--- src/rtl/uvs_pkg.sv ---
// uv sphere vertex generator: shared constants, item types and step functions
// used by the divider cells, the cordic cells and the top level
package uvs_pkg;

  localparam int MAX_RINGS    = 256;
  localparam int MAX_SEGMENTS = 256;
  localparam int ANGLE_STEPS  = 16;
  localparam int DIV_STEPS    = 34;

  localparam logic REG_RING_COUNT    = 1'b0;
  localparam logic REG_SEGMENT_COUNT = 1'b1;

  localparam logic [1:0] QUAD_0 = 2'd0;
  localparam logic [1:0] QUAD_1 = 2'd1;
  localparam logic [1:0] QUAD_2 = 2'd2;
  localparam logic [1:0] QUAD_3 = 2'd3;

  localparam logic signed [33:0] CORDIC_GAIN = 34'sd652032874;

  localparam logic [31:0] ATAN_TURNS [24] = '{
    32'h20000000, 32'h12E4051E, 32'h09FB385B, 32'h051111D4,
    32'h028B0D43, 32'h0145D7E1, 32'h00A2F61E, 32'h00517C55,
    32'h0028BE53, 32'h00145F2F, 32'h000A2F98, 32'h000517CC,
    32'h00028BE6, 32'h000145F3, 32'h0000A2FA, 32'h0000517D,
    32'h000028BE, 32'h0000145F, 32'h00000A30, 32'h00000518,
    32'h0000028C, 32'h00000146, 32'h000000A3, 32'h00000051
  };

  typedef struct packed {
    logic        has_quad;
    logic [16:0] own;
    logic [8:0]  stride;
  } side_t;

  typedef struct packed {
    logic [9:0]  rem;
    logic [8:0]  dvs;
    logic [33:0] quo;
  } div_lane_t;

  typedef struct packed {
    logic      vld;
    div_lane_t ring;
    div_lane_t seg;
    side_t     side;
  } div_stage_t;

  typedef struct packed {
    logic signed [33:0] x;
    logic signed [33:0] y;
    logic signed [32:0] z;
    logic [1:0]         quad;
  } cordic_lane_t;

  typedef struct packed {
    logic         vld;
    cordic_lane_t th;
    cordic_lane_t ph;
    logic [16:0]  tex_u;
    logic [16:0]  tex_v;
    side_t        side;
  } cordic_stage_t;

  typedef struct packed {
    logic signed [31:0] c;
    logic signed [31:0] s;
  } cs_t;

  function automatic logic [8:0] clamp_count(logic [8:0] v, logic [8:0] max);
    logic [8:0] r;
    if (v == 9'd0) r = 9'd1;
    else if (v > max) r = max;
    else r = v;
    return r;
  endfunction

  // one restoring step, remainder shifted up for the next bit
  function automatic div_lane_t div_step(div_lane_t a);
    div_lane_t  b;
    logic       ge;
    logic [9:0] t;
    ge    = a.rem >= {1'b0, a.dvs};
    t     = ge ? a.rem - {1'b0, a.dvs} : a.rem;
    b.rem = {t[8:0], 1'b0};
    b.dvs = a.dvs;
    b.quo = {a.quo[32:0], ge};
    return b;
  endfunction

  // fold phase to nearest quarter turn, residue seeds the rotation
  function automatic cordic_lane_t fold_phase(logic [31:0] phase);
    cordic_lane_t b;
    logic [31:0]  sh;
    logic [31:0]  rr;
    sh     = phase + 32'h2000_0000;
    rr     = phase - {sh[31:30], 30'd0};
    b.x    = CORDIC_GAIN;
    b.y    = '0;
    b.z    = $signed({rr[31], rr});
    b.quad = sh[31:30];
    return b;
  endfunction

  function automatic cordic_lane_t cordic_step(cordic_lane_t a, logic [4:0] step);
    cordic_lane_t       b;
    logic signed [33:0] dx;
    logic signed [33:0] dy;
    logic signed [32:0] at;
    dx = $signed(a.y) >>> step;
    dy = $signed(a.x) >>> step;
    at = $signed({1'b0, ATAN_TURNS[step]});
    if (!a.z[32]) begin
      b.x = a.x - dx;
      b.y = a.y + dy;
      b.z = a.z - at;
    end else begin
      b.x = a.x + dx;
      b.y = a.y - dy;
      b.z = a.z + at;
    end
    b.quad = a.quad;
    return b;
  endfunction

  function automatic cs_t quad_rotate(cordic_lane_t a);
    cs_t                r;
    logic signed [33:0] nx;
    logic signed [33:0] ny;
    nx = -a.x;
    ny = -a.y;
    case (a.quad)
      QUAD_0: begin r.c = a.x[31:0]; r.s = a.y[31:0]; end
      QUAD_1: begin r.c = ny[31:0];  r.s = a.x[31:0]; end
      QUAD_2: begin r.c = nx[31:0];  r.s = ny[31:0];  end
      default: begin r.c = a.y[31:0]; r.s = nx[31:0]; end
    endcase
    return r;
  endfunction

  function automatic logic signed [15:0] clamp_pos(logic signed [17:0] v);
    logic signed [15:0] r;
    if (v < -18'sd16384) r = -16'sd16384;
    else if (v > 18'sd16384) r = 16'sd16384;
    else r = v[15:0];
    return r;
  endfunction

endpackage

--- src/rtl/uvs_div_cell.sv ---
// one cell of the phase divider chain: one quotient bit for ring and segment
// depends on uvs_pkg
module uvs_div_cell (
  input  logic                clk_i,
  input  logic                rst_ni,
  input  logic                en_i,
  input  uvs_pkg::div_stage_t stage_i,
  output uvs_pkg::div_stage_t stage_o
);

  logic               vld_q;
  uvs_pkg::div_lane_t ring_q;
  uvs_pkg::div_lane_t seg_q;
  uvs_pkg::side_t     side_q;

  always_ff @(posedge clk_i or negedge rst_ni) begin
    if (!rst_ni) begin
      vld_q <= 1'b0;
    end else if (en_i) begin
      vld_q <= stage_i.vld;
    end
  end

  always_ff @(posedge clk_i) begin
    if (en_i) begin
      ring_q <= uvs_pkg::div_step(stage_i.ring);
      seg_q  <= uvs_pkg::div_step(stage_i.seg);
      side_q <= stage_i.side;
    end
  end

  assign stage_o.vld  = vld_q;
  assign stage_o.ring = ring_q;
  assign stage_o.seg  = seg_q;
  assign stage_o.side = side_q;

endmodule

--- config.mk ---
export PLATFORM = sky130hd
export DESIGN_NAME = uvs_div_cell
export DESIGN_NICKNAME = d
export VERILOG_FILES = /design/src/rtl/uvs_pkg.sv /design/src/rtl/uvs_div_cell.sv
export SDC_FILE = /design/constraint.sdc
export NUM_CORES = 1
export LEC_CHECK = 0
export ABC_AREA = 1
export BUFFER_PORTS_ARGS = -buffer_cell sky130_fd_sc_hd__buf_2
export CORE_MARGIN = 2
export CORE_UTILIZATION = 41
export DETAILED_ROUTE_END_ITERATION = 8
export GPL_TIMING_DRIVEN = 0
export PLACE_DENSITY = 0.76
export SYNTH_ARGS = -nofsm -noshare
export SYNTH_HDL_FRONTEND = slang
export SYNTH_SLANG_ARGS = --single-unit
--- constraint.sdc ---
create_clock -name clk_i -period 0.8 [get_ports clk_i]
set_input_delay 0.16 -clock clk_i [delete_from_list [all_inputs] [get_ports clk_i]]
set_output_delay 0.16 -clock clk_i [all_outputs]
set_load 0.01 [all_outputs]
# Word-level counts from Yosys, hierarchy flattened
# Index checks and enable logic that the tools add are counted.
[totals]
reg_bits = 132
inputBits = 137
wordCells = 16
[op_classes]
addsub = 2
order_cmp = 2
muxes = 2
[ops]
columns = ["cell", "count"]
rows = [
  ["greater-or-equal comparator 10 x 9 -> 1 bit", 2],
  ["two-way mux 9 bit", 2],
  ["subtractor 9 bit", 2],
]

# Depth between registers and ports, before layout
# Gate-level depths: netlist of run 1.
[logic_depth]
word_depth = 2
ltp_mapped = 12

# Least setup slack after synthesis of run 1
# OpenSTA, ideal clock, no wires.
[synth_path]
path_type = "input port to flip-flop"
start = "input port stage_i[70] (netlist name)"
end = "register seg_q, in the netlist stage_o[78] (data pin)"
setup_ns = 0.252
t_arrival_ns = 1.342
setup_slack_ns = -0.795
cell_stages = 10
cell_sequence = "inv_1 ha_1 inv_1 fa_1 nand4_1 nand2_1 nand2_2 nand2_4 nand2_1 nand2_1"
[synth_between]
elab_chain_cells = 2
word_cells_on_any_way = 3
classes_between = "add/sub: 1; order compare: 1; mux: 1"
[synth_lines]
columns = ["element", "line_no", "source"]
rows = [
  ["from (decl)", "uvs_div_cell.sv:7", "input uvs_pkg::div_stage_t stage_i,"],
  ["subtractor 9 bit / greater-or-equal comparator 10 x 9 -> 1 bit (equally long branches)", "uvs_pkg.sv:83, uvs_pkg.sv:82", ""],
  ["two-way mux 9 bit *", "uvs_pkg.sv:83", "t = ge ? a.rem - {1'b0, a.dvs} : a.rem;"],
  ["to (signal assigned)", "uvs_div_cell.sv:27", "seg_q <= uvs_pkg::div_step(stage_i.seg);"],
  ["to (decl)", "uvs_div_cell.sv:13", "uvs_pkg::div_lane_t seg_q;"],
]
# Every way passes the cells marked *; elsewhere a longest branch is shown, timed or not.
# A chain may end at the register's enable or synchronous reset.

# Worst setup path after layout of run 1
[layout_path]
start = "input port stage_i[64] (netlist name)"
end = "register seg_q, in the netlist stage_o[72] (data pin)"
[layout_between]
elab_chain_cells = 2
[layout_lines]
columns = ["element", "line_no", "source"]
rows = [
  ["greater-or-equal comparator 10 x 9 -> 1 bit", "uvs_pkg.sv:82", "ge = a.rem >= {1'b0, a.dvs};"],
  ["two-way mux 9 bit", "uvs_pkg.sv:83", ""],
]
# Every way passes these cells.

==> results of run 1 <==
[per-stage QoR]
step | utilization | instances | worst slack [ns] | hold WS (ns)
2_1_floorplan | - | 390 | -0.6573 | -0.1356
3_3_place_gp | 0.5556 | 828 | -1.918 | -0.06346
3_5_place_dp | 0.5583 | 829 | -1.037 | -0.06305
4_1_cts | 0.7270 | 991 | -0.4310 | 0.03439
5_1_grt | 0.7445 | 999 | -0.5405 | 0.06430
6_report | 0.7445 | 999 | -0.5100 | 0.07761
[what timing repair did]
action / 4_1_cts / 5_1_grt
endpoints found under the hold margin: 113 / 0
setup endpoints to repair: 241 / 152
buffers inserted: 16 / 8
gates cloned: 4 / 0
gates resized for setup: 58 / 39
pin swaps: 23 / 25
hold buffers: 113 / 0
[where the power goes]
| group | leakage (nW) | total (mW) | internal, mW | switching (mW) |
|---|---|---|---|---|
| registers | 1.29 | 8.51 | 8.32 | 0.189 |
| clock network | 0.280 | 7.73 | 4.77 | 2.97 |
| logic | 2.69 | 3.71 | 1.77 | 1.94 |
| total | 4.26 | 20.0 | 14.9 | 5.10 |
[layout make-up]
type / instances / area share
clock inverter: 11 / 0.01358
tap: 172 / 0.02291
inverter: 53 / 0.02437
buffer: 3 / 0.002797
sequential: 132 / 0.4214
timing repair buffer: 405 / 0.2982
clock buffer: 21 / 0.04901
multi-input combinational: 202 / 0.1678
[flip-flops by register name (all words and copies together), names as in the netlist]
signal,cells
vld_q,1
stage_o,131
[cells by family after synthesis]
logic type,after synthesis
simple gates,160
flops,132
buf+inv,59
fa+ha+maj,20
compound gates,10
xor+xnor,6
other cells,1
mux,1
[metal layers]
layer  part of all wire  vias up  GRT usage  wire length, um
met5                  0        -          0                0
met4              0.027        0    0.08810              491
met3              0.065       43    0.06831             1169
met2               0.54      270     0.4509             9776
met1               0.37     2315     0.2747             6652
li1                   -     2190          -                -
[path summary, 6_finish.rpt]
kind	start	slack, ns	endpoint	cells after the start
max	stage_i[64]	-0.51	stage_o[72]$_DFFE_PP_	11
min	rst_ni	0.08	vld_q$_DFFE_PN0P_	2
min reg2reg	vld_q$_DFFE_PN0P_	0.56	vld_q$_DFFE_PN0P_	1
min in group clk_i	stage_i[123]	0.08	stage_o[124]$_DFFE_PP_	3
max reg2reg	vld_q$_DFFE_PN0P_	0.03	vld_q$_DFFE_PN0P_	1
max in group asynchronous	rst_ni	0.63	vld_q$_DFFE_PN0P_	2
[worst max-delay path, delay by kind of cell]
| family | cells | cell delay (ns) |
|---|---|---|
| and+or+nand+nor | 7 | 0.68 |
| AOI/OAI and AO/OA | 1 | 0.20 |
| buffers and inverters | 2 | 0.19 |
| adders and majority gates | 1 | 0.23 |
[layout by cell type, fill, tap and decap left out, types with 3 or more instances in the layout]
master / count
nand3_1: 25
nand4_1: 4
clkinvlp_4: 3
buf_4: 20
nand2_4: 9
nand2_8: 4
buf_6: 12
dlygate4sd3_1: 113
nand2_1: 70
a21oi_2: 3
buf_2: 258
edfxtp_1: 131
inv_2: 11
nand2_2: 27
ha_1: 3
xor2_1: 6
clkinv_4: 3
nor2_1: 5
nand3_2: 10
a21oi_1: 6
clkbuf_16: 17
buf_12: 3
inv_1: 38
ha_4: 15
==> out/metrics.yaml, run 1 <==
cts.clk_slew.worst_paths_ns: 0.06
crit_chain: "buf_2 > inv_2 > ha_4 > nand2_2 > nand2_1 > a21oi_2 > nand2_2 > nand2_4 > nand2_4 > nand2_2 > nand2_1"
core_area_mm2: 0.01262
layout_setup_ws_ns: -0.5100
dr.first_iter.drc_count: 388
cp_common_cell: "nand2_2"
period_share: 1.638
hpwlAfterDp_um: 10040
skew_ns: 0
groute.usage.overall: 0.2469
setup_violations: 152
cts-root-buf: "clkbuf_16"
clock_latency_ns: 0.41
leakagePower_nw: 4.260
async_reset_ff_frac: 0.007576
synth_top_family_by_area: "simple AND/OR/NAND/NOR gates"
cts_num_sinks: 132
initial_core_util: 0.4212
status: "finished, violations left"
max-vdd-ir-drop_uv: 2407
ys_warn_count: 0
slowest_stage: "ha_4"
drcViolationCount: 0
cts_tree: "built"
rsz0062_at_grt: "true"
grt_max_degree: 46
crit_required_ns: 0.96
netlist_area_mm2: 0.005315
drive_gt1_frac: 0.5067
grt_pass1_wl_um: 26170
critPathMaxFanout: 6
die-area_mm2: 0.01389
antenna_found_initial: 0
htreeDepth: 4
crit_path_end_kind: "flop"
fin_nets: 971
syn_inst: 389
firstDrtPassIters: 5
synthAdderAreaFrac: 0.04991
crit_type: "in -> reg"
synth_top_cells_by_count: "edfxtp_1 (131), nand2_1 (98), inv_1 (53), nand3_1 (35), ha_1 (18)"
stdcell_area_mm2: 0.009395
synthXorXnorAreaFrac: 0.009887
violations: "setup timing"
synth_top_cell_by_area: "edfxtp_1"
gp_routability_congestion: 0.8842
die_height_um: 117.9
cp-start-kind: "input pin"
clockBufferDepth: 2
hold_viol: 0
post_dp_cell_area_mm2: 0.007046
synthMuxAreaShare: 0.002119
num_antenna_cells: 0
p_per_area_mw_per_mm2: 2124
via_count: 4818
io_buffers: 266
synthFlopType: "edfxtp_1"
synth_compound_area_frac: 0.01153
seq_area_frac_synth: 0.7448
via_per_inst: 4.823
synth_edf_count: 131
min_period_ns: 1.310
arrival_ns: 1.47
ioPinCount: 271
detail_route.wl_per_cell_um: 18.11
area_growth_pct: 76.77
ys_seq_elements: 132
syn_avg_cell_area_um2: 13.66
total_power_mw: 19.96
synth_top_cell_area_share: 0.7401
synthTopCellsByArea: "edfxtp_1 (74%), nand2_1 (6.9%), ha_1 (4.2%)"
yosys.area_share.simple: 0.1354
hold_class: "in -> async"
max_freq_ghz: 0.7633
cts_buffers: 17
timing.max_cap.violations: 0
regArea_mm2: 0.003959
fillers: 772
grt-ovfl-total: 0
num_rows: 41
ant_nets: 0
fp.dieW_um: 117.9
grt_pass1_vias: 4889
synth_cell_type_count: 25
multiInputGateArea_mm2: 0.001577
wirelength_um: 18090
drv_slew: 0
slowest_delay_ns: 0.23
synth.most_common_cell: "edfxtp_1"
tns_ns: -47.34
No activity file was read; power rests on OpenSTA's default activity.
==> run 2: changes to the inputs <==
--- a/config.mk
+++ b/config.mk
@@ -7,11 +7,13 @@
 export LEC_CHECK = 0
 export ABC_AREA = 1
 export BUFFER_PORTS_ARGS = -buffer_cell sky130_fd_sc_hd__buf_2
+export CELL_PAD_IN_SITES_DETAIL_PLACEMENT = 0
+export CELL_PAD_IN_SITES_GLOBAL_PLACEMENT = 1
 export CORE_MARGIN = 2
-export CORE_UTILIZATION = 41
+export CORE_UTILIZATION = 31
 export DETAILED_ROUTE_END_ITERATION = 8
 export GPL_TIMING_DRIVEN = 0
-export PLACE_DENSITY = 0.76
+export PLACE_DENSITY_LB_ADDON = 0.1
 export SYNTH_ARGS = -nofsm -noshare
 export SYNTH_HDL_FRONTEND = slang
 export SYNTH_SLANG_ARGS = --single-unit
==> run 2 against run 1 <==
The run still ends with setup timing left. Via count is 7.2% lower. First-iteration DRC count is 57% lower. Die area is 31% higher. Hold slack worse by 0.025 ns. Critical path type unchanged. Critical endpoint unchanged.
==> out/metrics.yaml, run 2 (synthesized netlist as in run 1, its figures left out) <==
p_int_mw: 14.41  # -3.0%
ioPinCount: 271  # unchanged
die-area_mm2: 0.01821  # +31%
grt-ovfl-total: 0  # unchanged
cts-root-buf: "clkbuf_16"
wirelength_um: 15920  # -12%
crit_type: "in -> reg"
crit_buf_inv: 3  # +1
power.share.sequential: 0.431  # +0.004
crit_cells: 11  # unchanged
drcViolationCount: 0  # unchanged
area_growth_pct: 75.49
fp.dieW_um: 134.9  # +14%
antenna_found_initial: 1  # +1
setup_violations: 152  # unchanged
final_cell_count_no_fill: 1045  # +4.6%
sw_frac_of_total: 0.2651  # +0.009699
path_delay_family: "simple AND/OR/NAND/NOR gates"
layout_commonest_cell: "buf_2"
crit_chain: "buf_12 > inv_12 > ha_4 > inv_4 > fa_2 > nand4_1 > nand2_2 > nand2_4 > nand2_8 > nand2_2 > nand2_1"
detail_route.wl_per_cell_um: 15.23  # -16%
r2r_slack_ns: 0.04  # about the same
period_share: 1.557  # -0.08024
clock_latency_ns: 0.41  # about the same
critPathMaxFanout: 5  # -1
hpwlAfterDp_um: 10930  # +8.9%
p_per_area_mw_per_mm2: 2102  # -1.0%
leakagePower_nw: 4.212  # -1.1%
status: "finished, violations left"
largest_reg_flops: 131  # unchanged
max-vdd-ir-drop_uv: 1427  # -41%
slowest_delay_ns: 0.37  # +0.14 ns
drive_gt1_frac: 0.4921  # -0.01453
num_antenna_cells: 0  # unchanged
firstDrtPassIters: 4  # -1
topRoutingLayerUsed: "met5"
hold_viol: 0  # unchanged
final_cell_mix: "buf_2 (258), edfxtp_1 (131), dlygate4sd3_1 (113), nand2_1 (73), inv_1 (42)"
max_freq_ghz: 0.8027  # +5.2%
groute.usage.overall: 0.1723  # -0.07466
ant_nets: 0  # unchanged
timing.max_cap.violations: 0  # unchanged
via_count: 4470  # -7.2%
grt_pass1_vias: 4688  # -4.1%
cts.clk_slew.worst_paths_ns: 0.06  # about the same
gp_routability_congestion: 0.8231  # -6.9%
skew_ns: 0  # unchanged
num_rows: 47  # +15%
crit_path_end_kind: "flop"
initial_core_util: 0.3182  # -0.1029
violations: "setup timing"
netSwitchingPower_mw: 5.198  # +2.0%
wl_met2_um: 8193  # -16%
dr.first_iter.drc_count: 165  # -57%
cp-start-kind: "input pin"
drv_slew: 0  # unchanged
core_area_mm2: 0.01670  # +32%
fin_nets: 969  # -0.21%
die_height_um: 134.9  # +14%
tns_ns: -45.39  # +1.957 ns
min_period_ns: 1.246  # -0.06420 ns
wl_met3_um: 1126  # -3.7%
rsz0062_at_grt: "true"
grt_max_degree: 49  # +6.5%
grt_pass1_wl_um: 23740  # -9.3%
total_power_mw: 19.61  # -1.8%
wl_met1_um: 6313  # -5.1%
cts_buffers: 17  # unchanged
place_inst: 877  # +5.8%
layout_setup_ws_ns: -0.4458  # +0.06420 ns
cp_common_cell: "nand2_2"
cts_tree: "built"
clockBufferDepth: 2  # unchanged
crit_required_ns: 0.97  # about the same
p_comb_frac: 0.176  # -0.010
via_per_inst: 4.278  # -11%
io_buffers: 266  # unchanged
arrival_ns: 1.42  # -0.05 ns
cts_num_sinks: 132  # unchanged
r2r_cells: 1  # unchanged
hold_class: "in -> async"
htreeDepth: 4  # unchanged
slowest_stage: "fa_2"
clkPwrFrac: 0.392  # +0.004
run 2: path summary, 6_finish.rpt:
check / start / to
setup / recovery: stage_i[70] / stage_o[72]$_DFFE_PP_
hold / removal: rst_ni / vld_q$_DFFE_PN0P_
setup reg to reg: vld_q$_DFFE_PN0P_ / vld_q$_DFFE_PN0P_
hold reg to reg: vld_q$_DFFE_PN0P_ / vld_q$_DFFE_PN0P_
max in group asynchronous: rst_ni / vld_q$_DFFE_PN0P_
min in group clk_i: stage_i[70] / stage_o[71]$_DFFE_PP_
run 2: cell type report:
type / count / area, um2
inverters: 53 / 229.0
plain buffers: 4 / 37.54
well taps: 220 / 275.3
flip-flops and latches: 132 / 3959
multi-input cells: 202 / 1489
fillers: 1455 / 7373
clock inverters: 15 / 162.7
repair buffers: 402 / 2750
clock buffers: 17 / 425.4
run 2: what timing repair did:
action / CTS / global route
pin swaps: 21 / 14
cloned: 4 / 0
setup buffers: 16 / 5
hold buffers: 113 / 0
setup endpoints to repair: 248 / 200
gates resized for setup: 41 / 33
endpoints found under the hold margin: 113 / 0
run 2: stage by stage:
stage	util	setup slack, ns	instance area (um2)	hold slack (ns)
6_report	0.5585	-0.4458	9328	0.05305
5_1_grt	0.5585	-0.4924	9328	0.03198
4_1_cts	0.5483	-0.4531	9158	0.02328
3_5_place_dp	0.4255	-1.066	7106	-0.06203
3_3_place_gp	0.4234	-2.060	7072	-0.06497
2_1_floorplan	-	-0.6573	5465	-0.1356
run 2: power groups by stage:
stage          sequential (mW)  combinational, mW  clock [mW]
2_1_floorplan             8.96              0.919           0
3_3_place_gp              8.61               2.61           0
3_5_place_dp              8.60               2.64           0
4_1_cts                   8.46               3.34        7.89
5_1_grt                   8.51               3.77        8.23
6_report                  8.46               3.46        7.69
run 2: layer usage:
layer	vias to the layer above	track usage
li1	2192	-
met1	2081	0.1924
met2	174	0.3054
met3	21	0.05706
met4	2	0.06481
met5	-	0
==> run 3: changes to the inputs <==
--- a/config.mk
+++ b/config.mk
@@ -14,6 +14,7 @@
 export DETAILED_ROUTE_END_ITERATION = 8
 export GPL_TIMING_DRIVEN = 0
 export PLACE_DENSITY_LB_ADDON = 0.1
+export RECOVER_POWER = 25
 export SYNTH_ARGS = -nofsm -noshare
 export SYNTH_HDL_FRONTEND = slang
 export SYNTH_SLANG_ARGS = --single-unit
==> constraint.sdc (replaced) <==
create_clock -name clk_i -period 1.1 [get_ports clk_i]
set_input_delay 0.22 -clock clk_i [delete_from_list [all_inputs] [get_ports clk_i]]
set_output_delay 0.22 -clock clk_i [all_outputs]
set_load 0.01 [all_outputs]
==> run 3 against run 2 <==
Global-route usage decreased by 0.23 points. The flow still finishes with violations (setup timing). Hold slack lost 0.020 ns. Via count about the same. Clock skew unchanged. Flip-flop and latch count unchanged. Design area decreased by 0.79%.
==> out/metrics.yaml, run 3 (synthesized netlist as in run 1, its figures left out) <==
status: "finished, violations left"
violations: "setup timing"
grt-ovfl-total: 0  # unchanged
slowest_stage: "fa_2"
ioPinCount: 271  # unchanged
firstDrtPassIters: 4  # unchanged
via_count: 4468  # -0.045%
max-vdd-ir-drop_uv: 1041  # -27%
final_util: 0.5541  # -0.004420
period_share: 1.190
grt_pass1_vias: 4657  # -0.66%
timing.max_cap.violations: 0  # unchanged
wirelength_um: 15640  # -1.7%
hold_viol: 0  # unchanged
rsz0062_at_grt: "true"
htreeDepth: 4  # unchanged
num_rows: 47  # unchanged
fin_nets: 964  # -0.52%
die-area_mm2: 0.01821  # unchanged
crit_type: "in -> reg"
skew_ns: 0  # unchanged
gp_routability_congestion: 0.8231  # unchanged
place_inst: 877  # unchanged
die_height_um: 134.9  # unchanged
grt_max_degree: 97  # +98%
clockBufferDepth: 2  # unchanged
groute.usage.overall: 0.1700  # -0.002258
detail_route.wl_per_cell_um: 15.04  # -1.3%
cts_buffers: 17  # unchanged
fp.dieW_um: 134.9  # unchanged
hold_class: "in -> reg"
leakagePower_nw: 4.180  # -0.74%
arrival_ns: 1.48  # +0.06 ns
holdCritStartpoint: "stage_i[61]"
io_buffers: 266  # unchanged
layout_commonest_cell: "buf_2"
antenna_found_initial: 1  # unchanged
regArea_mm2: 0.003959  # unchanged
cts.clk_slew.worst_paths_ns: 0.06  # about the same
cp-start-kind: "input pin"
p_per_area_mw_per_mm2: 1538  # -27%
dr.first_iter.drc_count: 168  # +1.8%
hpwlAfterDp_um: 10930  # unchanged
crit_required_ns: 1.27  # +0.30 ns
fillers: 1463  # +0.55%
crit_chain: "buf_12 > inv_12 > ha_4 > inv_4 > fa_2 > nand4_1 > nand2_2 > nand2_4 > nand2_8 > nand2_2 > nand2_1"
core_area_mm2: 0.01670  # unchanged
cts-root-buf: "clkbuf_16"
crit_path_end_kind: "flop"
cp_common_cell: "nand2_2"
final_cell_mix: "buf_2 (258), edfxtp_1 (131), dlygate4sd3_1 (109), nand2_1 (73), inv_1 (42)"
crit_path_start: "stage_i[70]"
tns_ns: -10.77  # +34.62 ns
drive_gt1_frac: 0.4927  # +0.0005617
ant_nets: 0  # unchanged
critPathMaxFanout: 5  # unchanged
timing.rr.start: "vld_q$_DFFE_PN0P_"
drv_slew: 0  # unchanged
initial_core_util: 0.3182  # unchanged
drcViolationCount: 0  # unchanged
via_per_inst: 4.296  # +0.44%
holdWs_ns: 0.03306  # -0.01998 ns
pre_cts_ws_ns: -0.8257  # +0.2400 ns
layout_setup_ws_ns: -0.2088  # +0.2371 ns
worst_slew_pin_slew_ns: 0.5535
cts_num_sinks: 132  # unchanged
relSlewSlack: 0.6310
cts_tree: "built"
setup_violations: 218  # +43%
area_growth_pct: 74.11
min_period_ns: 1.309
largest_reg_flops: 131  # unchanged
grt_pass1_wl_um: 23500  # -1.0%
multiInputGateArea_mm2: 0.001494  # +0.34%
slowest_delay_ns: 0.37  # about the same
max_freq_ghz: 0.7641
final_cell_count_no_fill: 1040  # -0.48%
clock_latency_ns: 0.41  # about the same
num_antenna_cells: 0  # unchanged
-- run 3: area by class of cell --
| cell class | instances | share of cell area |
|---|---|---|
| flip-flops and latches | 132 | 0.4278 |
| repair buffers | 397 | 0.2887 |
| multi-input cells | 202 | 0.1614 |
| clock buffers | 17 | 0.04597 |
| well taps | 220 | 0.02975 |
| inverters | 53 | 0.02474 |
| clock inverters | 15 | 0.01758 |
| plain buffers | 4 | 0.004056 |
-- run 3: timing repair --
action	4_1_cts	5_1_grt
hold buffers	108	1
setup buffers	16	5
pin swaps	21	14
endpoints found under the hold margin	108	1
setup endpoints to repair	152	152
cloned	3	0
resized for setup	40	32
-- run 3: final timing paths --
| check | end | slack (ns) | cells after the start |
|---|---|---|---|
| setup / recovery | stage_o[72]$_DFFE_PP_ | -0.21 | 11 |
| hold reg to reg | vld_q$_DFFE_PN0P_ | 0.54 | 1 |
| min in group asynchronous | vld_q$_DFFE_PN0P_ | 0.11 | 2 |
| hold / removal | stage_o[61]$_DFFE_PP_ | 0.03 | 1 |
| max in group asynchronous | vld_q$_DFFE_PN0P_ | 0.90 | 2 |
| setup reg to reg | vld_q$_DFFE_PN0P_ | 0.34 | 1 |
-- run 3: metal layers --
metal | share of wire | GRT usage | up-vias
met2 | 0.52 | 0.3054 | 182
li1 | - | - | 2183
met3 | 0.076 | 0.05706 | 24
met5 | 0.00083 | 0 | -
met1 | 0.39 | 0.1866 | 2077
met4 | 0.019 | 0.06250 | 2
-- run 3: through the flow --
stage | total power [mW] | instance area [um2]
floorplan | 7.186 | 5465
global placement | 8.160 | 7072
detailed placement | 8.172 | 7106
CTS | 14.28 | 9071
global route | 14.90 | 9254
finish | 14.23 | 9254
-- run 3: critical path: cells and delay by family --
kind	cells	cell delay, ns
AND/OR/NAND/NOR	6	0.59
adder cells (fa/ha/maj)	2	0.49
buffers and inverters	3	0.18
-- run 3: power breakdown --
group | switching (mW) | internal [mW] | leakage [nW]
clock network | 2.39 | 3.21 | 0.276
logic | 1.28 | 1.20 | 2.61
registers | 0.104 | 6.05 | 1.29
total | 3.77 | 10.5 | 4.18
